`src/hdl/sine_cosine_poly_approx_unit_defines.svh`:
```
// Assertion macros shared by the sine/cosine approximation unit.
`ifndef SINE_COSINE_POLY_APPROX_UNIT_DEFINES_SVH
`define SINE_COSINE_POLY_APPROX_UNIT_DEFINES_SVH
// Same-cycle implication, checked outside reset.
`define SCPA_ASSERT_SAME(label, ante, cons, msg) \
  label: assert property (@(posedge clk) disable iff (!rst_n) (ante) |-> (cons)) \
    else $error(msg);
// Next-cycle implication, checked outside reset.
`define SCPA_ASSERT_NEXT(label, ante, cons, msg) \
  label: assert property (@(posedge clk) disable iff (!rst_n) (ante) |=> (cons)) \
    else $error(msg);
// Next-cycle implication that is also checked while reset is applied.
`define SCPA_ASSERT_RESET(label, ante, cons, msg) \
  label: assert property (@(posedge clk) (ante) |=> (cons)) else $error(msg);
`endif

```
`src/hdl/scpa_pkg.sv`:
```
// Types, constants and coefficients of the sine/cosine approximation unit.
package scpa_pkg;

  localparam int ANGLE_W              = 31;
  localparam int VALUE_W              = 18;
  localparam int ANGLE_FRAC_BITS_DEF  = 24;
  localparam int RESULT_FRAC_BITS_DEF = 16;

  // Polynomial datapath: accumulator Q2.30, reduced argument unsigned Q1.30.
  localparam int COEF_FRAC    = 30;
  localparam int ACC_W        = 32;
  localparam int ARG_W        = 31;
  localparam int PROD_W       = ACC_W + ARG_W + 1;
  localparam int HORNER_STEPS = 4;

  // pi scaled by 2^60.
  localparam logic [63:0] PI_Q60 = 64'd3622009729038561421;

  typedef logic signed [ACC_W-1:0] acc_t;
  typedef logic [ARG_W-1:0]        arg_t;

  localparam logic signed [PROD_W-1:0] ROUND_HALF = PROD_W'(1) << (COEF_FRAC - 1);

  // Leading coefficient, then the coefficient added after each Horner product.
  localparam acc_t C4 = 32'sd30920543;
  typedef acc_t coef_arr_t [HORNER_STEPS];
  localparam coef_arr_t HORNER_ADD = '{
    -32'sd219409152,
    32'sd22949092,
    32'sd1069045277,
    32'sd0
  };

  typedef struct packed {
    acc_t acc;
    arg_t arg;
    logic neg;
  } hrn_t;

endpackage

```
`src/hdl/scpa_horner_step.sv`:
```
// One two-stage Horner step: multiply by the argument, round, add a coefficient.
module scpa_horner_step (
  input  logic           clk,
  input  logic           rst_n,
  input  logic           up_valid,
  output logic           up_ready,
  input  scpa_pkg::hrn_t up_data,
  input  scpa_pkg::acc_t coef,
  output logic           dn_valid,
  input  logic           dn_ready,
  output scpa_pkg::hrn_t dn_data
);
  import scpa_pkg::*;

  localparam int NS = 2;

  logic [NS-1:0] v_r;
  logic [NS:0]   en;

  logic signed [PROD_W-1:0] prod_nxt, prod_r, rsum;
  acc_t                     acc_nxt, acc_r;
  arg_t                     arg_a_r, arg_b_r;
  logic                     neg_a_r, neg_b_r;

  always_comb begin
    en[NS] = dn_ready;
    for (int i = NS - 1; i >= 0; i--) begin
      en[i] = !v_r[i] || en[i+1];
    end
  end

  assign up_ready = en[0];
  assign dn_valid = v_r[NS-1];

  always_ff @(posedge clk) begin
    if (!rst_n) begin
      v_r <= '0;
    end else begin
      v_r <= (en[NS-1:0] & {v_r[NS-2:0], up_valid}) | (~en[NS-1:0] & v_r);
    end
  end

  assign prod_nxt = $signed(up_data.acc) * $signed({1'b0, up_data.arg});

  // Round half up back to 30 fraction bits, then add the next coefficient.
  assign rsum    = prod_r + ROUND_HALF;
  assign acc_nxt = $signed(rsum[COEF_FRAC +: ACC_W]) + coef;

  always_ff @(posedge clk) begin
    if (en[0]) begin
      prod_r  <= prod_nxt;
      arg_a_r <= up_data.arg;
      neg_a_r <= up_data.neg;
    end
    if (en[1]) begin
      acc_r   <= acc_nxt;
      arg_b_r <= arg_a_r;
      neg_b_r <= neg_a_r;
    end
  end

  assign dn_data = '{acc: acc_r, arg: arg_b_r, neg: neg_b_r};

endmodule

```
`config.mk`:
```
export PLATFORM = sky130hd
export DESIGN_NAME = scpa_horner_step
export DESIGN_NICKNAME = d
export VERILOG_FILES = /design/src/hdl/sine_cosine_poly_approx_unit_defines.svh /design/src/hdl/scpa_pkg.sv /design/src/hdl/scpa_horner_step.sv
export SDC_FILE = /design/constraint.sdc
export NUM_CORES = 2
export LEC_CHECK = 0
export ABC_CLOCK_PERIOD_IN_PS = 8500
export BUFFER_PORTS_ARGS = -buffer_cell sky130_fd_sc_hd__buf_2
export CAP_MARGIN = 20
export CORE_ASPECT_RATIO = 1.1
export CORE_MARGIN = 8
export CORE_UTILIZATION = 55
export CTS_CLUSTER_DIAMETER = 200
export DETAILED_ROUTE_END_ITERATION = 7
export HOLD_SLACK_MARGIN = 0.12
export PLACE_DENSITY = 0.83
export SYNTH_ARGS = -nofsm -noshare
export SYNTH_HDL_FRONTEND = slang
export SYNTH_SLANG_ARGS = --single-unit
export TNS_END_PERCENT = 10
```
`constraint.sdc`:
```
create_clock -name clk -period 8.5 [get_ports clk]
set_input_delay 0.425 -clock clk [delete_from_list [all_inputs] [get_ports clk]]
set_output_delay 0.425 -clock clk [all_outputs]
set_load 0.02 [all_outputs]
```
Yosys cells after proc, flatten, opt, wreduce, memory -nomap -nowiden
Cells that the tools add are included. W data, S select, Z words.

Register bits: 160. Input port bits: 100. Output and inout bits: 66. Word-level logic and storage cells: 18.

Add/sub/neg operators: 2. Reduce and logical (&&, ||, !) cells: 4. Bitwise gates (word level): 4. Multiply operators: 1.

Operator list (count): $add A62 B31 Y62 const B (1); $mul A32 B32 Y62 (1); $add A32 B32 Y32 (1); $and A2 B2 Y2 (2); $logic_not A1 Y1 (2); $logic_or A1 B1 Y1 (2); $not A2 Y2 (1); $or A2 B2 Y2 (1).

Logic depth before layout (Yosys ltp)
Word-level depth: 6. Depth in mapped cells: 28. Mapped depth without buffers: 27.

Worst setup path after synthesis
OpenSTA, ideal clock, no wires.

Path type: input to register. Start point: input up_data[63] (netlist bit). End point: register prod_r[59], data pin. Buffers on the path: 2. Cell stages on the path: 26. Data arrival time: 7.364 ns. Setup slack: 0.878 ns. Library setup time: 0.258 ns. Required time: 8.242 ns. Path through: clkbuf_1 nand2_1 fa_1 fa_1 inv_1 fa_1 inv_1 fa_1 inv_1 fa_1 fa_1 fa_1 inv_1 fa_1 inv_1 ha_1 clkbuf_1 a21oi_1 o21bai_1 a21o_1 a21o_1 a21o_1 a21oi_1 o221ai_1 a21oi_1 xnor2_1.

Longest elaborated chain between the ends: 1.

RTL lines: from (decl) (RTL line scpa_horner_step.sv:7) `input scpa_pkg::hrn_t up_data,`; $mul A32 B32 Y62 (RTL line scpa_horner_step.sv:43) `assign prod_nxt = $signed(up_data.acc) * $signed({1'b0, up_data.arg});`; via prod_nxt[59] (RTL line scpa_horner_step.sv:20) `logic signed [PROD_W-1:0] prod_nxt, prod_r, rsum;`; to (signal assigned) (RTL line scpa_horner_step.sv:51) `prod_r <= prod_nxt;`; to (decl) (RTL line scpa_horner_step.sv:20).

The timed path passes the listed nets, and every way through them passes these cells. A chain may end at the register's enable or synchronous reset.

Worst setup path in the final report
Start point: input up_data[4] (netlist bit). End point: register prod_r[56], data pin.

Same word-level chain as after synthesis.

==> flow_metrics.env <==
export IMPL_drt_wl_total_um=106500
export IMPL_critical_path_top_delay_family="adder cells"
export IMPL_synth_nets=5394
export IMPL_hold_viol_final=0
export IMPL_min_delay_start="up_valid"
export IMPL_drive_gt1_frac=0.06619
export IMPL_tightest_slew_ns=1.050
export IMPL_drt_iter0_drc=2264
export IMPL_startpoint="up_data[4]"
export IMPL_setup_ws_ns=0.4770
export IMPL_startpoint_type="input pin"
export IMPL_grt_start_max_net_pins=65
export IMPL_hpwl_um=86470
export IMPL_synth_top_area_share=0.5092
export IMPL_cts_buffer_depth=2
export IMPL_netlist_instances=4051
export IMPL_cp_max_fo=22
export IMPL_ys_seq_area_frac=0.09656
export IMPL_htree_levels=4
export IMPL_grt_pass1_vias=31880
export IMPL_async_flop_share=0
export IMPL_synth_most_common_cell="fa_1"
export IMPL_worst_setup_path_end_kind="flop"
export IMPL_gp_congestion=0.9437
export IMPL_area_growth_pct=5.779
export IMPL_maxClockFrequency_mhz=124.6
export IMPL_slew_headroom=0.3000
export IMPL_status="finished clean"
export IMPL_die_w_um=274.8
export IMPL_criticalPathCategory="input pin to flop"
export IMPL_setup_tns_ns=0
export IMPL_die_area_sq_um=82650
export IMPL_synthDistinctLibCells=70
export IMPL_synth_flop_cell="edfxtp_1"
export IMPL_core_area_sq_um=73130
export IMPL_drtPass1Iterations=6
export IMPL_critical_path_max_stage_delay_ns=0.58
export IMPL_synthesis_area_sq_um=40530
export IMPL_cts_buffers_inserted=17
export IMPL_r2r_start="prod_r[30]"
export IMPL_nFillCells=5941
export IMPL_cts_tree="yes"
export IMPL_synth_edf_count=129
export IMPL_setup_viol=0
export IMPL_ant_nets=0
export IMPL_drc=0
export IMPL_cp_arrival_ns=8.25
export IMPL_cts_reportedPaths_clkPinSlew_ns=0.07
export IMPL_slowest_stage="fa_1"
export IMPL_cap_violations=0
export IMPL_period_share=0.9439
export IMPL_vias=28130
export IMPL_start_util=0.5543
export IMPL_dp_slack_ns=0.06645
export IMPL_rsz0062_at_grt="no"
export IMPL_grtUsageTotal=0.2691
export IMPL_nets=5424
export IMPL_wl_per_cell_um=21.06
export IMPL_die_h_um=300.7
export IMPL_grt_overflow_total=0
export IMPL_avgViaCountPerCell=5.560
export IMPL_grt_first_pass_wirelength_um=171700
export IMPL_synthTopCellsByArea="fa_1 51%, and2_1 10%, edfxtp_1 9.6%, inv_1 8.6%, ha_1 6.5%"
export IMPL_regArea_sq_um=3914
export IMPL_cts_resized=0
export IMPL_root_buffer="clkbuf_16"
export IMPL_multiInputGateArea_sq_um=32340
export IMPL_rows=104
export IMPL_ys_seq_elements=131
export IMPL_crit_buf_inv=6
export IMPL_maxSlewViolCount=0
export IMPL_io_buffers=165
export IMPL_hold_class="input pin to flop"
export IMPL_yosysTopAreaCell="fa_1"
export IMPL_path_common_cell="fa_1"
export IMPL_ios=166
export IMPL_cp_required_ns=8.72
export IMPL_antenna_found_initial=12
export IMPL_clk_latency_ns=0.51
export IMPL_finalWorstPathRequiredPeriod_ns=8.023
export IMPL_worst_clock_skew_ns=0.02204
export IMPL_syn_avg_cell_area_sq_um=10.01
export IMPL_yosysWarnings=0
export IMPL_cts_num_sinks=131
export IMPL_yosys_top_cells_count="1,031 x fa_1, 933 x inv_1, 670 x and2_1"
layout make-up:
cell class | count | area share
Clock inverter | 13 | 0.005165
Inverter | 933 | 0.08171
Multi-Input combinational cell | 2783 | 0.7544
Tap cell | 954 | 0.02784
Sequential cell | 131 | 0.09128
Clock buffer | 19 | 0.01033
Antenna cell | 10 | 0.0005837
Timing Repair Buffer | 215 | 0.02872
sequential cells by signal, summed over array words and instances, names as in the netlist, named ones only:
register,flops
neg_b_r,1
arg_a_r,31
acc_r,32
prod_r,33
arg_b_r,31
neg_a_r,1
timing repair:
action,4_1_cts,5_1_grt
setup buffers,0,0
hold buffers,2,0
endpoints found under the hold margin,2,0
cell families after synthesis:
kind of cell / synth area share
adders and majority gates: 0.5747
xor gates and xnor gates: 0.02399
AOI/OAI and AO/OA: 0.04090
and+or+nand+nor: 0.1580
DFF: 0.09656
buffers and inverters: 0.1057
muxes: 0.0002778
through the flow:
step                hold slack [ns]  std cells  utilization  cell area [sq um]
floorplan                    0.4003       4051            -              40530
global placement             0.4008       5014       0.5766              42170
detailed placement           0.4045       5014       0.5766              42170
CTS                          0.1427       5048       0.5859              42850
global route                 0.2028       5055       0.5862              42870
finish                       0.1769       5058       0.5863              42870
worst min-delay path: cells and delay by family:
kind	cells	cell delay [ns]
compound gates	1	0.03
buf+inv	1	0.08
simple gates	1	0.09
cells in the final DEF, fill, tap and decap left out, drive strengths merged, types with 19 or more instances in the layout:
master  Yosys  layout
clkbuf    201      19
o21ai      38      38
xnor2      81      81
nand3      29      29
fa       1031    1031
nand2     369     369
xor2       30      30
inv       933     936
nor2       40      40
a21oi      69      69
edfxtp    129     129
buf         3     213
a21o       41      41
and2      671     671
ha        212     212
per-layer routing:
| layer | GRT usage | vias to the layer above | wire length [um] |
|---|---|---|---|
| met3 | 0.07003 | 283 | 10660 |
| li1 | - | 11950 | - |
| met2 | 0.4469 | 1374 | 51590 |
| met4 | 0.1071 | 0 | 4211 |
| met5 | 0 | - | 0 |
| met1 | 0.3357 | 14520 | 40060 |
final timing paths:
kind                  to  slack, ns  cells after the start
max           prod_r[56]       0.48                     25
min                 flop       0.18                      3
max reg2reg    acc_r[27]       4.10                     15
min reg2reg  arg_b_r[29]       0.40                      0
Power is not shown: default switching activity piles up to over one toggle a cycle in this logic, so the estimate is an artifact.
