File: src/hdl/sine_cosine_poly_approx_unit_defines.svh
// Assertion macros shared by the sine/cosine approximation unit.
`ifndef SINE_COSINE_POLY_APPROX_UNIT_DEFINES_SVH
`define SINE_COSINE_POLY_APPROX_UNIT_DEFINES_SVH
// Same-cycle implication, checked outside reset.
`define SCPA_ASSERT_SAME(label, ante, cons, msg) \
  label: assert property (@(posedge clk) disable iff (!rst_n) (ante) |-> (cons)) \
    else $error(msg);
// Next-cycle implication, checked outside reset.
`define SCPA_ASSERT_NEXT(label, ante, cons, msg) \
  label: assert property (@(posedge clk) disable iff (!rst_n) (ante) |=> (cons)) \
    else $error(msg);
// Next-cycle implication that is also checked while reset is applied.
`define SCPA_ASSERT_RESET(label, ante, cons, msg) \
  label: assert property (@(posedge clk) (ante) |=> (cons)) else $error(msg);
`endif

File: src/hdl/scpa_pkg.sv
// Types, constants and coefficients of the sine/cosine approximation unit.
package scpa_pkg;

  localparam int ANGLE_W              = 31;
  localparam int VALUE_W              = 18;
  localparam int ANGLE_FRAC_BITS_DEF  = 24;
  localparam int RESULT_FRAC_BITS_DEF = 16;

  // Polynomial datapath: accumulator Q2.30, reduced argument unsigned Q1.30.
  localparam int COEF_FRAC    = 30;
  localparam int ACC_W        = 32;
  localparam int ARG_W        = 31;
  localparam int PROD_W       = ACC_W + ARG_W + 1;
  localparam int HORNER_STEPS = 4;

  // pi scaled by 2^60.
  localparam logic [63:0] PI_Q60 = 64'd3622009729038561421;

  typedef logic signed [ACC_W-1:0] acc_t;
  typedef logic [ARG_W-1:0]        arg_t;

  localparam logic signed [PROD_W-1:0] ROUND_HALF = PROD_W'(1) << (COEF_FRAC - 1);

  // Leading coefficient, then the coefficient added after each Horner product.
  localparam acc_t C4 = 32'sd30920543;
  typedef acc_t coef_arr_t [HORNER_STEPS];
  localparam coef_arr_t HORNER_ADD = '{
    -32'sd219409152,
    32'sd22949092,
    32'sd1069045277,
    32'sd0
  };

  typedef struct packed {
    acc_t acc;
    arg_t arg;
    logic neg;
  } hrn_t;

endpackage

File: src/hdl/scpa_range_reduce.sv
// Four-stage range reduction of the angle to an argument in [0, pi/2] and a sign.
`include "sine_cosine_poly_approx_unit_defines.svh"

module scpa_range_reduce #(
  parameter int ANGLE_FRAC_BITS = scpa_pkg::ANGLE_FRAC_BITS_DEF
) (
  input  logic                              clk,
  input  logic                              rst_n,
  input  logic                              up_valid,
  output logic                              up_ready,
  input  logic                              func,
  input  logic signed [scpa_pkg::ANGLE_W-1:0] angle,
  output logic                              dn_valid,
  input  logic                              dn_ready,
  output scpa_pkg::hrn_t                    dn_data
);
  import scpa_pkg::*;

  localparam int F           = ANGLE_FRAC_BITS;
  localparam int NS          = 4;
  localparam int X_W         = ANGLE_W + 1;
  localparam int X2_W        = X_W + 1;
  localparam int RECIP_SHIFT = X2_W;
  localparam int P_W         = F + 2;
  localparam int N_W         = RECIP_SHIFT - F;
  localparam int R_W         = N_W - 1;
  localparam int MUL_W       = X2_W + R_W + 1;
  localparam int NP_W        = N_W + P_W + 1;
  localparam int REM_W       = P_W + 2;

  localparam logic [63:0] P_FULL  = (PI_Q60 + (64'd1 << (59 - F))) >> (60 - F);
  localparam logic [63:0] PH_FULL = (PI_Q60 + (64'd1 << (60 - F))) >> (61 - F);
  localparam logic [63:0] R_FULL  = (64'd1 << RECIP_SHIFT) / P_FULL;

  localparam logic [P_W-1:0]          P     = P_FULL[P_W-1:0];
  localparam logic signed [REM_W-1:0] P_S   = $signed({2'b00, P_FULL[P_W-1:0]});
  localparam logic signed [X_W-1:0]   PH    = $signed(PH_FULL[X_W-1:0]);
  localparam logic [R_W-1:0]          RECIP = R_FULL[R_W-1:0];
  localparam arg_t ARG_MAX = ARG_W'((P_FULL >> 1) << (COEF_FRAC - F));

  logic [NS-1:0] v_r;
  logic [NS:0]   en;

  logic signed [X_W-1:0]   angle_x, x_nxt, x_r, x1_r;
  logic signed [MUL_W-1:0] mul_nxt, mul_r;
  logic signed [N_W-1:0]   n_est;
  logic signed [NP_W-1:0]  np, twox_w, rem_full;
  logic signed [REM_W-1:0] rem_nxt, rem_r, r_s;
  logic [1:0]              nlo_nxt, nlo_r, nlo_c;
  logic [P_W-1:0]          r_u, fold;
  arg_t                    arg_nxt, arg_r;
  logic                    neg_nxt, neg_r;

  // Stage enables: a stage loads when it is empty or its content moves on.
  always_comb begin
    en[NS] = dn_ready;
    for (int i = NS - 1; i >= 0; i--) begin
      en[i] = !v_r[i] || en[i+1];
    end
  end

  assign up_ready = en[0];
  assign dn_valid = v_r[NS-1];

  always_ff @(posedge clk) begin
    if (!rst_n) begin
      v_r <= '0;
    end else begin
      v_r <= (en[NS-1:0] & {v_r[NS-2:0], up_valid}) | (~en[NS-1:0] & v_r);
    end
  end

  // Stage 0: cosine is the sine of pi/2 minus the angle.
  assign angle_x = {angle[ANGLE_W-1], angle};
  assign x_nxt   = func ? (PH - angle_x) : angle_x;

  // Stage 1: estimate of floor(2x/pi) by a reciprocal product.
  assign mul_nxt = $signed({x_r, 1'b0}) * $signed({1'b0, RECIP});

  // Stage 2: remainder of the estimate; it lies in [-pi, 2pi).
  always_comb begin
    n_est    = $signed(mul_r[MUL_W-1 -: N_W]);
    np       = n_est * $signed({1'b0, P});
    twox_w   = $signed({{(NP_W - X2_W){x1_r[X_W-1]}}, x1_r, 1'b0});
    rem_full = twox_w - np;
    rem_nxt  = rem_full[REM_W-1:0];
    nlo_nxt  = n_est[1:0];
  end

  // Stage 3: correct the quotient by one, then fold the remainder. For an even
  // quotient the argument is r/2, for an odd one (pi - r)/2.
  always_comb begin
    priority if (rem_r[REM_W-1]) begin
      r_s   = rem_r + P_S;
      nlo_c = nlo_r - 2'd1;
    end else if (rem_r >= P_S) begin
      r_s   = rem_r - P_S;
      nlo_c = nlo_r + 2'd1;
    end else begin
      r_s   = rem_r;
      nlo_c = nlo_r;
    end
    r_u     = r_s[P_W-1:0];
    fold    = nlo_c[0] ? (P - r_u) : r_u;
    arg_nxt = {fold[P_W-1:1], {(COEF_FRAC - F){1'b0}}};
    neg_nxt = nlo_c[1];
  end

  always_ff @(posedge clk) begin
    if (en[0]) begin
      x_r <= x_nxt;
    end
    if (en[1]) begin
      mul_r <= mul_nxt;
      x1_r  <= x_r;
    end
    if (en[2]) begin
      rem_r <= rem_nxt;
      nlo_r <= nlo_nxt;
    end
    if (en[3]) begin
      arg_r <= arg_nxt;
      neg_r <= neg_nxt;
    end
  end

  assign dn_data = '{acc: C4, arg: arg_r, neg: neg_r};

  `SCPA_ASSERT_SAME(a_rem_bound, v_r[2], (rem_r >= -P_S) && (rem_r < P_S + P_S),
                    "reciprocal estimate off by more than one")
  `SCPA_ASSERT_SAME(a_arg_bound, v_r[3], arg_r <= ARG_MAX,
                    "reduced argument above pi/2")
  `SCPA_ASSERT_NEXT(a_stage_hold, v_r[NS-1] && !dn_ready, v_r[NS-1] && $stable(arg_r),
                    "stalled reduction result changed")

endmodule

File: config.mk
export PLATFORM = sky130hd
export DESIGN_NAME = scpa_range_reduce
export DESIGN_NICKNAME = d
export VERILOG_FILES = /design/src/hdl/scpa_pkg.sv /design/src/hdl/scpa_range_reduce.sv
export VERILOG_INCLUDE_DIRS = /design/src /design/src/hdl
export SDC_FILE = /design/constraint.sdc
export NUM_CORES = 1
export LEC_CHECK = 0
export BUFFER_PORTS_ARGS = -buffer_cell sky130_fd_sc_hd__buf_2
export CORE_MARGIN = 3
export CORE_UTILIZATION = 55
export DETAILED_ROUTE_END_ITERATION = 16
export PLACE_DENSITY = 0.74
export SKIP_LAST_GASP = 1
export SYNTH_ARGS = -nofsm -noshare
export SYNTH_HDL_FRONTEND = slang
export SYNTH_SLANG_ARGS = --single-unit
File: constraint.sdc
create_clock -name clk -period 8.7 [get_ports clk]
set_input_delay 0 -clock clk [delete_from_list [all_inputs] [get_ports clk]]
set_output_delay 0 -clock clk [all_outputs]
set_load 0.05 [all_outputs]
; ---- After elaboration in Yosys (flattened, before gate mapping)
; Index checks and enable logic that the tools add are counted.
[totals]
register_bits = 159
elab_cells = 36
out_inout_bits = 66
inputBits = 36
[op_classes]
bitwise_logic = 4
n_lt_le_gt_ge = 1
n_reduce_logical = 8
mux = 6
multipliers = 2
n_addsub = 7
[ops]
columns = op, n
row1 = 2-to-1 mux 26 bit, 3
row2 = "multiplier 32 x 8 -> 40 bit, second input constant", 1
row3 = 2-to-1 mux 32 bit, 1
row4 = "subtractor 26 x 31 -> 32 bit, first input constant", 1
row5 = ">= comparator 28 x 27 -> 1 bit, second input constant", 1
row6 = "multiplier 9 x 27 -> 28 bit, second input constant", 1
row7 = subtractor 28 bit, 1
row8 = "adder 26 x 25 -> 26 bit, second input constant", 1
row9 = "subtractor 26 x 25 -> 26 bit, second input constant", 1
row10 = "subtractor 26 bit, first input constant", 1
row11 = AND 4 bit, 2
row12 = logical NOT 1 bit, 4
row13 = logical OR 1 bit, 4
row14 = 2-to-1 mux 2 bit, 2
row15 = inverter 4 bit, 1
row16 = bitwise OR 4 bit, 1
row17 = "adder 2 x 1 -> 2 bit, second input constant", 1
row18 = "subtractor 2 x 1 -> 2 bit, second input constant", 1

; ---- Depth between registers and ports, before layout
; Gate-level depths: netlist (run 1).
[logic_depth]
ltp_word = 8
mapped_depth = 22
mapped_depth_nobuf = 21

; ---- Least setup slack after synthesis (run 1)
; OpenSTA, ideal clock, no wires.
[synth_path]
path_kind = register to register
startpoint = reg mul_r[36]
endpoint = reg rem_r[27] (data pin)
stages_incl_launch_ff = 21
setup_time_ns = 0.260
n_path_buf = 0
required_ns = 8.440
arrival_ns = 5.405
period_less_slack_ns = 5.665
path_slack_ns = 3.035
cell_sequence = edfxtp_1 > inv_1 > ha_1 > fa_1 > inv_1 > fa_1 > fa_1 > inv_1 > fa_1 > inv_1 > ha_1 > nand2_1 > nand2_1 > a21o_1 > a21o_1 > a21o_1 > a31oi_1 > o21ai_0 > or4b_2 > a31oi_1 > xnor2_1
[synth_via]
elab_chain_len = 2
[synth_lines]
columns = item, line_no
row1 = from (decl), scpa_range_reduce.sv:45  ; logic signed [MUL_W-1:0] mul_nxt, mul_r;
row2 = from (signal assigned), scpa_range_reduce.sv:114  ; mul_r <= mul_nxt;
row3 = multiplier 9 x 27 -> 28 bit, scpa_range_reduce.sv:83  ; np = n_est * $signed({1'b0, P});
row4 = subtractor 28 bit, scpa_range_reduce.sv:85  ; rem_full = twox_w - np;
row5 = named net rem_full[27], scpa_range_reduce.sv:47  ; logic signed [NP_W-1:0] np, twox_w, rem_full;
row6 = to (signal assigned), scpa_range_reduce.sv:118  ; rem_r <= rem_nxt;
row7 = to (decl), scpa_range_reduce.sv:48  ; logic signed [REM_W-1:0] rem_nxt, rem_r, r_s;
; The timed path passes the listed nets, and every way through them passes these cells.
; A chain may end at the register's enable or synchronous reset.

; ---- Final worst setup path (run 1)
[layout_path]
startpoint = reg mul_r[36]
endpoint = reg rem_r[26] (data pin)
; Same word-level chain as after synthesis.

==> results of run 1 <==
==> cell type report <==
type                       instances  area, µm²
clock buffer                      18        429
clock inverter                    14        143
fill                            2055       9720
inverter                         325       1220
multi-input combinational        981       8880
sequential                       128       3800
tap                              330        413
timing repair buffer             104        713
==> layout by cell type (no fill, tap or decap), types with 42 or more instances in the layout <==
cell      instances
edfxtp_1        124
nand2_1          76
xnor2_1          86
buf_2            63
inv_1           325
a21oi_1          56
fa_1             97
o21ai_0          42
ha_1            193
nor2_1           65
==> stage by stage <==
| step | hold WS (ns) | setup WS, ns | area (µm²) | utilization, % | cells |
|---|---|---|---|---|---|
| 3_3_place_gp | 0.217 | 2.63 | 14700 | 57.9 | 1832 |
| 5_1_grt | 0.184 | 2.23 | 15600 | 61.6 | 1900 |
| 2_1_floorplan | 0.0989 | 3.03 | 14400 | - | 1501 |
| 6_report | 0.167 | 2.51 | 15600 | 61.6 | 1900 |
| 3_5_place_dp | 0.235 | 2.51 | 14700 | 57.9 | 1832 |
| 4_1_cts | 0.143 | 2.52 | 15600 | 61.6 | 1900 |
==> cell usage after synthesis, drive strengths merged, types with 3 or more instances <==
cell type  number  area share (%)
dfxtp           4            0.56
o41a            3            0.24
o21bai          4            0.21
xnor2          86             5.3
nor3b           5            0.26
a311o           3            0.21
mux2i           4            0.28
o211a           3            0.21
buf            49             2.6
o32ai           3            0.37
nor2b          12            0.53
and4            3            0.22
and3            5            0.22
o22ai           5            0.22
and2            6            0.26
nor3           25            0.91
clkbuf         17            0.53
o41ai           6            0.55
a21oi          57             2.0
or2            13            0.57
o2111ai         5            0.31
ha            193              17
nor4            9            0.61
o211ai         16            0.91
a211o           4            0.25
nand2          76             2.0
inv           325             8.6
o31ai          13            0.83
nand2b          7            0.31
a211oi          7            0.40
xor2           41             2.7
nand3          17            0.63
nand4          14            0.66
edfxtp        124              26
or3             6            0.31
or4             5            0.29
o21a           19             1.0
a21boi          3            0.16
o21ai          45             1.6
a21o           16            0.85
a31oi          14            0.62
fa             97              14
nor2           66             1.8
==> cell families after synthesis <==
logic type	count (synthesis)	synth area share [%]
AO/OA/AOI/OAI	249	12.7
XOR/XNOR	127	7.98
adder cells (fa/ha/maj)	290	30.6
buffers and inverters	392	11.8
flip-flops	128	26.7
multiplexers	4	0.281
other	2	0.0528
AND/OR/NAND/NOR	273	9.83
==> path summary, 6_finish.rpt <==
| kind | cells after the start | startpoint | slack, ns | to |
|---|---|---|---|---|
| setup / recovery | 20 | mul_r[36] | 2.51 | rem_r[26] |
| hold reg to reg | 1 | flip-flop | 0.49 | flip-flop |
| setup reg to reg | 20 | mul_r[36] | 2.51 | rem_r[26] |
| hold / removal | 2 | func | 0.17 | x_r[31] |
==> flip-flops by register name, summed over array words and instances (netlist names), named ones only <==
signal and cells:
x_r 32, rem_r 28, x1_r 27, neg_r 1, arg_r 25, mul_r 9
nlo_r 2
==> per-layer routing <==
metal	track usage (%)	vias to the layer above
met4	6.56	0
met2	37.8	211
met5	0	-
met3	3.30	42
li1	-	5009
met1	23.9	4785
==> worst reg2reg max path, stage by stage, from the launching register on <==
cell and delay (ns):
edfxtp_1 0.45, inv_1 0.23, ha_1 0.38, fa_1 0.57
inv_1 0.05, fa_1 0.46, fa_1 0.55, inv_1 0.06
fa_1 0.53, inv_1 0.04, ha_1 0.35, nand3_1 0.15
a2bb2oi_1 0.24, o211ai_1 0.17, a22o_1 0.29, o22a_1 0.26
a41oi_1 0.36, a211o_1 0.21, a21boi_0 0.13, o41ai_1 0.35
xnor2_1 0.12
==> impl_metrics.env, run 1 <==
export IMPL_status="finished, final reports clean"
export IMPL_viasPerCell=5.29
export IMPL_wirelength_mm=28.3
export IMPL_crit_chain="inv_1 > ha_1 > fa_1 > inv_1 > fa_1 > fa_1 > inv_1 > fa_1 > inv_1 > ha_1 > nand3_1 > a2bb2oi_1 > o211ai_1 > a22o_1 > o22a_1 > a41oi_1 > a211o_1 > a21boi_0 > o41ai_1 > xnor2_1"
export IMPL_syn_to_final_growth_pct=9.66
export IMPL_drt_iter0_drc=449
export IMPL_hpwl_mm=22.7
export IMPL_io_buffers=63
export IMPL_tightest_slew_ns=1.20
export IMPL_drv_slew=0
export IMPL_cp_end_kind="flip-flop"
export IMPL_synth_area_mm2=0.0142
export IMPL_die_x_um=167
export IMPL_gr_usage_all_layers_pct=20.4
export IMPL_dr_total_vias=10000
export IMPL_cp_slowest_cell="fa_1"
export IMPL_wl_per_cell_um=14.9
export IMPL_critical_path_top_delay_family="adder cells"
export IMPL_cts_reportedPaths_clkPinSlew_ns=0.06
export IMPL_core_area_mm2=0.0253
export IMPL_cts_tree="yes"
export IMPL_setup_viol=0
export IMPL_clk_latency_ns=0.42
export IMPL_ys_types=93
export IMPL_die_h_um=167
export IMPL_slew_headroom_pct=19.5
export IMPL_rows=58
export IMPL_setup_worst_path_start_class="flip-flop"
export IMPL_n_antenna_cell=0
export IMPL_required_ns=8.86
export IMPL_top_layer="met4"
export IMPL_antenna_found_initial=0
export IMPL_drv_cap=0
export IMPL_synth_edf_count=124
export IMPL_ys_ff_latch=128
export IMPL_hold_viol=0
export IMPL_max_freq_mhz=162
export IMPL_nets=1883
export IMPL_cts_max_path_buffers=2
export IMPL_syn_area_per_cell_um2=9.71
export IMPL_overflow=0
export IMPL_gp_congestion=0.930
export IMPL_cts_hold_fix_buffers=36
export IMPL_dr_pass1_iters=5
export IMPL_cts_buffers=17
export IMPL_timing_final_crit_share_pct=71.1
export IMPL_cts_sinks=128
export IMPL_detail_route_antenna_nets=0
export IMPL_synthArstFlopShare_pct=0
export IMPL_path_max_fanout=5
export IMPL_die_area_mm2=0.0278
export IMPL_critPathKind="flip-flop to flip-flop"
export IMPL_h_tree_depth=4
export IMPL_drt_met1_wl_mm=12.1
export IMPL_crit_path_max_incr_delay_ns=0.57
export IMPL_hp_class="primary input to flip-flop"
export IMPL_drive_above_1_share_pct=9.11
export IMPL_dr_wl_met2_mm=14.6
export IMPL_io_pins=102
export IMPL_post_cts_resized=0
export IMPL_grt_max_degree=40
export IMPL_first_global_vias=10200
export IMPL_synthesis_instances=1465
export IMPL_postCtsSetupBuffers=0
export IMPL_synth_flop_cell="edfxtp_1"
export IMPL_start_util_pct=56.2
export IMPL_grt_pass1_wl_mm=47.0
export IMPL_fin_crit_ns=6.19
export IMPL_worst_path_buf_inv=4
export IMPL_rsz0062_at_grt="no"
export IMPL_tns_ns=0
export IMPL_dr_wl_met3_um=868
export IMPL_root_buffer="clkbuf_16"
export IMPL_yosysSeqAreaShare_pct=26.7
export IMPL_drcViolationCount=0
export IMPL_ys_warn_count=0
export IMPL_skew_ns=0.00855
export IMPL_arrival_ns=6.35
Power of run 1 is not shown: default switching activity piles up to over one toggle a cycle in this logic, so the estimate is an artifact.
==> run 2: changes to the inputs <==
- clock period: 8.7 -> 6.1 ns (I/O delays scaled with it)
==> run 2 against run 1 <==
Against the previous run:
- register-to-register slack lost 2.2 ns
- clock-buffer cell count unchanged
- utilization grew 0.44 points
- fmax up 6.4%
- critical path depth did not move
- highest routed layer unchanged
==> impl_metrics.env, run 2 (synthesis gave the netlist of run 1 again) <==
export IMPL_cp_slowest_cell="fa_1"
export IMPL_die_x_um=167
export IMPL_grt_max_degree=37
export IMPL_tightest_slew_ns=1.24
export IMPL_wl_per_cell_um=14.9
export IMPL_drcViolationCount=0
export IMPL_setup_worst_path_start_class="flip-flop"
export IMPL_slew_headroom_pct=16.8
export IMPL_syn_to_final_growth_pct=10.4
export IMPL_wirelength_mm=28.6
export IMPL_status="finished, final reports clean"
export IMPL_reg_top3="x_r: 32 flops, rem_r: 28 flops, x1_r: 27 flops"
export IMPL_dr_pass1_iters=5
export IMPL_cts_reportedPaths_clkPinSlew_ns=0.06
export IMPL_die_h_um=167
export IMPL_root_buffer="clkbuf_16"
export IMPL_top_register="x_r"
export IMPL_io_pins=102
export IMPL_path_max_fanout=5
export IMPL_drv_cap=0
export IMPL_worst_path_buf_inv=4
export IMPL_skew_ns=0.00964
export IMPL_crit_path_max_incr_delay_ns=0.54
export IMPL_largest_reg_flops=32
export IMPL_cp_end_kind="flip-flop"
export IMPL_viasPerCell=5.22
export IMPL_max_freq_mhz=172
export IMPL_n_antenna_cell=0
export IMPL_overflow=0
export IMPL_tns_ns=0
export IMPL_drive_above_1_share_pct=10.1
export IMPL_setup_viol=0
export IMPL_antenna_found_initial=0
export IMPL_crit_path_frequent_cell="fa_1"
export IMPL_hold_viol=0
export IMPL_clk_latency_ns=0.43
export IMPL_core_area_mm2=0.0253
export IMPL_detail_route_antenna_nets=0
export IMPL_critical_path_top_delay_family="adder cells"
export IMPL_io_buffers=63
export IMPL_hpwl_mm=23.2
export IMPL_cts_max_path_buffers=2
export IMPL_rows=58
export IMPL_dr_total_vias=9979
export IMPL_drv_slew=0
export IMPL_gp_congestion=0.903
export IMPL_fin_crit_ns=5.82
export IMPL_grt_pass1_wl_mm=47.7
export IMPL_rsz0062_at_grt="no"
export IMPL_cts_tree="yes"
export IMPL_cts_buffers=17
export IMPL_layout_commonest_cell="inv_1"
export IMPL_arrival_ns=5.98
export IMPL_gr_usage_all_layers_pct=20.8
export IMPL_nets=1896
export IMPL_start_util_pct=56.2
export IMPL_timing_final_crit_share_pct=95.4
export IMPL_crit_chain="buf_4 > ha_1 > fa_1 > inv_1 > fa_1 > fa_1 > inv_1 > fa_1 > inv_1 > ha_1 > nand3_1 > a2bb2oi_1 > o211ai_1 > a22o_1 > o22a_1 > a41oi_2 > a211o_1 > a21boi_0 > o41ai_1 > xnor2_1"
export IMPL_die_area_mm2=0.0278
export IMPL_hp_class="primary input to flip-flop"
export IMPL_most_common_layout_cells="324 x inv_1, 192 x ha_1, 124 x edfxtp_1"
export IMPL_critPathKind="flip-flop to flip-flop"
export IMPL_cts_sinks=128
export IMPL_drt_iter0_drc=479
export IMPL_required_ns=6.26
export IMPL_first_global_vias=10200
export IMPL_h_tree_depth=4
run 2: final timing paths:
path             start        end  slack, ns  depth (start not counted)
max          mul_r[34]  rem_r[26]       0.28                         20
min               func    x_r[31]       0.18                          2
max reg2reg  mul_r[34]  rem_r[26]       0.28                         20
min reg2reg  flip-flop  flip-flop       0.48                          2
run 2: metrics by stage:
| stage | std cells | area, µm² | setup slack [ns] | hold slack, ns | util (%) |
|---|---|---|---|---|---|
| after floorplan | 1501 | 14400 | 0.435 | 0.0989 | - |
| after global placement | 1842 | 14700 | 0.254 | 0.218 | 58.2 |
| after detailed placement | 1842 | 14700 | 0.162 | 0.222 | 58.2 |
| after CTS | 1908 | 15600 | 0.147 | 0.159 | 61.8 |
| after global routing | 1912 | 15700 | 0.00504 | 0.193 | 62.0 |
| final | 1912 | 15700 | 0.281 | 0.177 | 62.0 |
run 2: per-layer routing:
metal  GRT usage (%)  wire length, µm
met1            24.3            12000
met2            38.7            14800
met5               0                0
met3            3.18              891
met4            7.32              830
run 2: final cells by class:
class,instances,area [µm²]
well taps,330,413
repair buffers,117,808
clock buffers,18,429
flip-flops and latches,128,3800
fillers,2069,9610
inverters,325,1220
clock inverters,13,123
multi-input cells,981,8920
run 2: timing repair:
action / CTS / global route
endpoints found under the hold margin: 36 / 0
resized for setup: 0 / 8
hold buffers: 35 / 0
endpoints found under the setup margin: 0 / 2
setup buffers: 0 / 4
Power of run 2 is left out for the same reason.
==> run 3: changes to the inputs <==
- ABC_AREA: not set -> 1
- PLACE_DENSITY: 0.74 -> 0.73
==> run 3 against run 2 <==
Against the previous run:
- worst hold slack worse by 0.062 ns
- final cell count rose by 30%
- non-clock buffer count decreased by 14
- critical path depth unchanged
- die area rose by 9.7%
- utilization is 0.61 points lower
- via count increased by 30%
- fmax grew 3.1%
==> impl_metrics.env, run 3 <==
export IMPL_timing_final_crit_share_pct=92.6
export IMPL_viasPerCell=5.22
export IMPL_ys_top_cells_by_count="456 x inv_1, 359 x nand2_1, 193 x ha_1, 148 x nor2_1, 124 x edfxtp_1"
export IMPL_max_freq_mhz=177
export IMPL_wirelength_mm=38.2
export IMPL_post_synth_top_count_cell="inv_1"
export IMPL_ys_ff_latch=128
export IMPL_drcViolationCount=0
export IMPL_synth_edf_count=124
export IMPL_dr_total_vias=12900
export IMPL_postCtsSetupBuffers=0
export IMPL_final_cells=2478
export IMPL_antenna_found_initial=0
export IMPL_gp_congestion=0.952
export IMPL_n_antenna_cell=0
export IMPL_detail_route_antenna_nets=0
export IMPL_fin_area_mm2=0.0172
export IMPL_synth_area_mm2=0.0157
export IMPL_root_buffer="clkbuf_16"
export IMPL_first_global_vias=13200
export IMPL_setup_worst_path_start_class="flip-flop"
export IMPL_fin_crit_ns=5.65
export IMPL_critPathKind="flip-flop to flip-flop"
export IMPL_yosysSeqAreaShare_pct=24.3
export IMPL_tns_ns=0
export IMPL_most_common_layout_cells="456 x inv_1, 359 x nand2_1, 193 x ha_1"
export IMPL_reg_top3="x_r: 32 flops, rem_r: 28 flops, x1_r: 27 flops"
export IMPL_post_route_util_pct=61.4
export IMPL_top_register="x_r"
export IMPL_layout_commonest_cell="inv_1"
export IMPL_overflow=0
export IMPL_setup_viol=0
export IMPL_hold_viol=0
export IMPL_synth_top_area_share_pct=23.8
export IMPL_start_util_pct=56.1
export IMPL_nets=2414
export IMPL_largest_reg_flops=32
export IMPL_syn_area_per_cell_um2=7.85
export IMPL_arrival_ns=5.84
export IMPL_hpwl_mm=30.9
export IMPL_synth_flop_cell="edfxtp_1"
export IMPL_syn_to_final_growth_pct=9.61
export IMPL_core_area_mm2=0.0279
export IMPL_clk_latency_ns=0.43
export IMPL_grt_pass1_wl_mm=62.9
export IMPL_cts_tree="yes"
export IMPL_slew_headroom_pct=33.2
export IMPL_place_inst=2414
export IMPL_cts_reportedPaths_clkPinSlew_ns=0.07
export IMPL_grt_max_degree=37
export IMPL_skew_ns=0.0132
export IMPL_drive_above_1_share_pct=7.81
export IMPL_rows=61
export IMPL_cts_buffers=17
export IMPL_drv_slew=0
export IMPL_ys_types=50
export IMPL_drv_cap=0
export IMPL_cts_max_path_buffers=2
export IMPL_synth_top_cell_by_area="edfxtp_1"
export IMPL_tightest_slew_ns=1.00
export IMPL_ys_warn_count=0
export IMPL_synthesis_instances=1996
export IMPL_hp_class="primary input to flip-flop"
export IMPL_io_pins=102
export IMPL_required_ns=6.29
export IMPL_cts_sinks=128
export IMPL_status="finished, final reports clean"
export IMPL_synthArstFlopShare_pct=0
export IMPL_synth_area_leaders="edfxtp_1 24%, ha_1 15%, fa_1 12%"
export IMPL_cp_end_kind="flip-flop"
export IMPL_path_max_fanout=12
export IMPL_io_buffers=63
export IMPL_die_x_um=175
export IMPL_rsz0062_at_grt="no"
export IMPL_die_area_mm2=0.0305
export IMPL_placed_area_mm2=0.0162
export IMPL_dr_pass1_iters=5
export IMPL_gr_usage_all_layers_pct=25.5
export IMPL_drt_iter0_drc=688
export IMPL_h_tree_depth=4
export IMPL_die_h_um=175
export IMPL_wl_per_cell_um=15.4
-- run 3: cell count changes in the layout (fill, tap and decap cells not counted), sizes merged, moves of 27 or more --
cell   change
inv      +149
nand2    +311
a21oi     +55
xnor2     -50
nor2      +93
nand3     +95
xor2      +34
o21ai     +27
-- run 3: cell type report --
cell class	count	area (µm²)
inverter	470	1770
clock buffer	17	425
tap	378	473
fill	2547	10800
multi-input combinational	1368	9760
sequential	128	3800
timing repair buffer	103	698
clock inverter	14	230
-- run 3: worst paths after layout --
path                  start        end  slack, ns  cells past startpoint
hold reg to reg   flip-flop  flip-flop       0.45                      2
hold / removal         func    x_r[31]       0.11                      2
setup / recovery  mul_r[34]  rem_r[27]       0.45                     20
setup reg to reg  mul_r[34]  rem_r[27]       0.45                     20
-- run 3: stage by stage --
| step | worst slack, ns | hold WS, ns |
|---|---|---|
| 3_3_place_gp | 0.508 | 0.220 |
| 4_1_cts | 0.463 | 0.102 |
| 2_1_floorplan | 1.09 | 0.0989 |
| 6_report | 0.454 | 0.115 |
| 3_5_place_dp | 0.477 | 0.223 |
| 5_1_grt | 0.0491 | 0.129 |
-- run 3: logic make-up (layout without fill, tap and decap cells) --
family | Yosys count | count (layout) | synth area share, %
AND/OR/NAND/NOR | 706 | 706 | 19.3
buffers and inverters | 536 | 604 | 14.2
adder cells (fa/ha/maj) | 290 | 290 | 27.8
AO/OA/AOI/OAI | 223 | 223 | 8.11
flip-flops | 128 | 128 | 24.3
XOR/XNOR | 111 | 111 | 6.21
other | 2 | 38 | 0.0480
-- run 3: timing repair --
action,in CTS,in global routing
hold buffers,33,0
gates resized for setup,0,0
hold endpoints to repair,36,0
-- run 3: layer usage --
metal,vias to the layer above,wire [µm],track usage [%]
met4,0,1500,11.2
met2,406,20000,48.5
met1,6030,15000,28.6
met5,-,0,0
li1,6405,-,-
met3,95,1600,2.87
-- run 3: worst max-delay path, cell delays in order (launching register included) --
cell	delay, ns
edfxtp_1	0.66
ha_1	0.47
inv_1	0.10
fa_1	0.53
fa_1	0.44
fa_1	0.54
inv_1	0.05
fa_1	0.52
inv_1	0.04
ha_1	0.37
nand2_1	0.13
nor2_1	0.12
inv_1	0.04
o21ai_0	0.26
a31oi_1	0.19
o21ai_0	0.39
a21oi_1	0.17
o21ai_0	0.18
nand2_1	0.09
nand3_1	0.07
nand2_1	0.05
Power of run 3 is left out for the same reason.
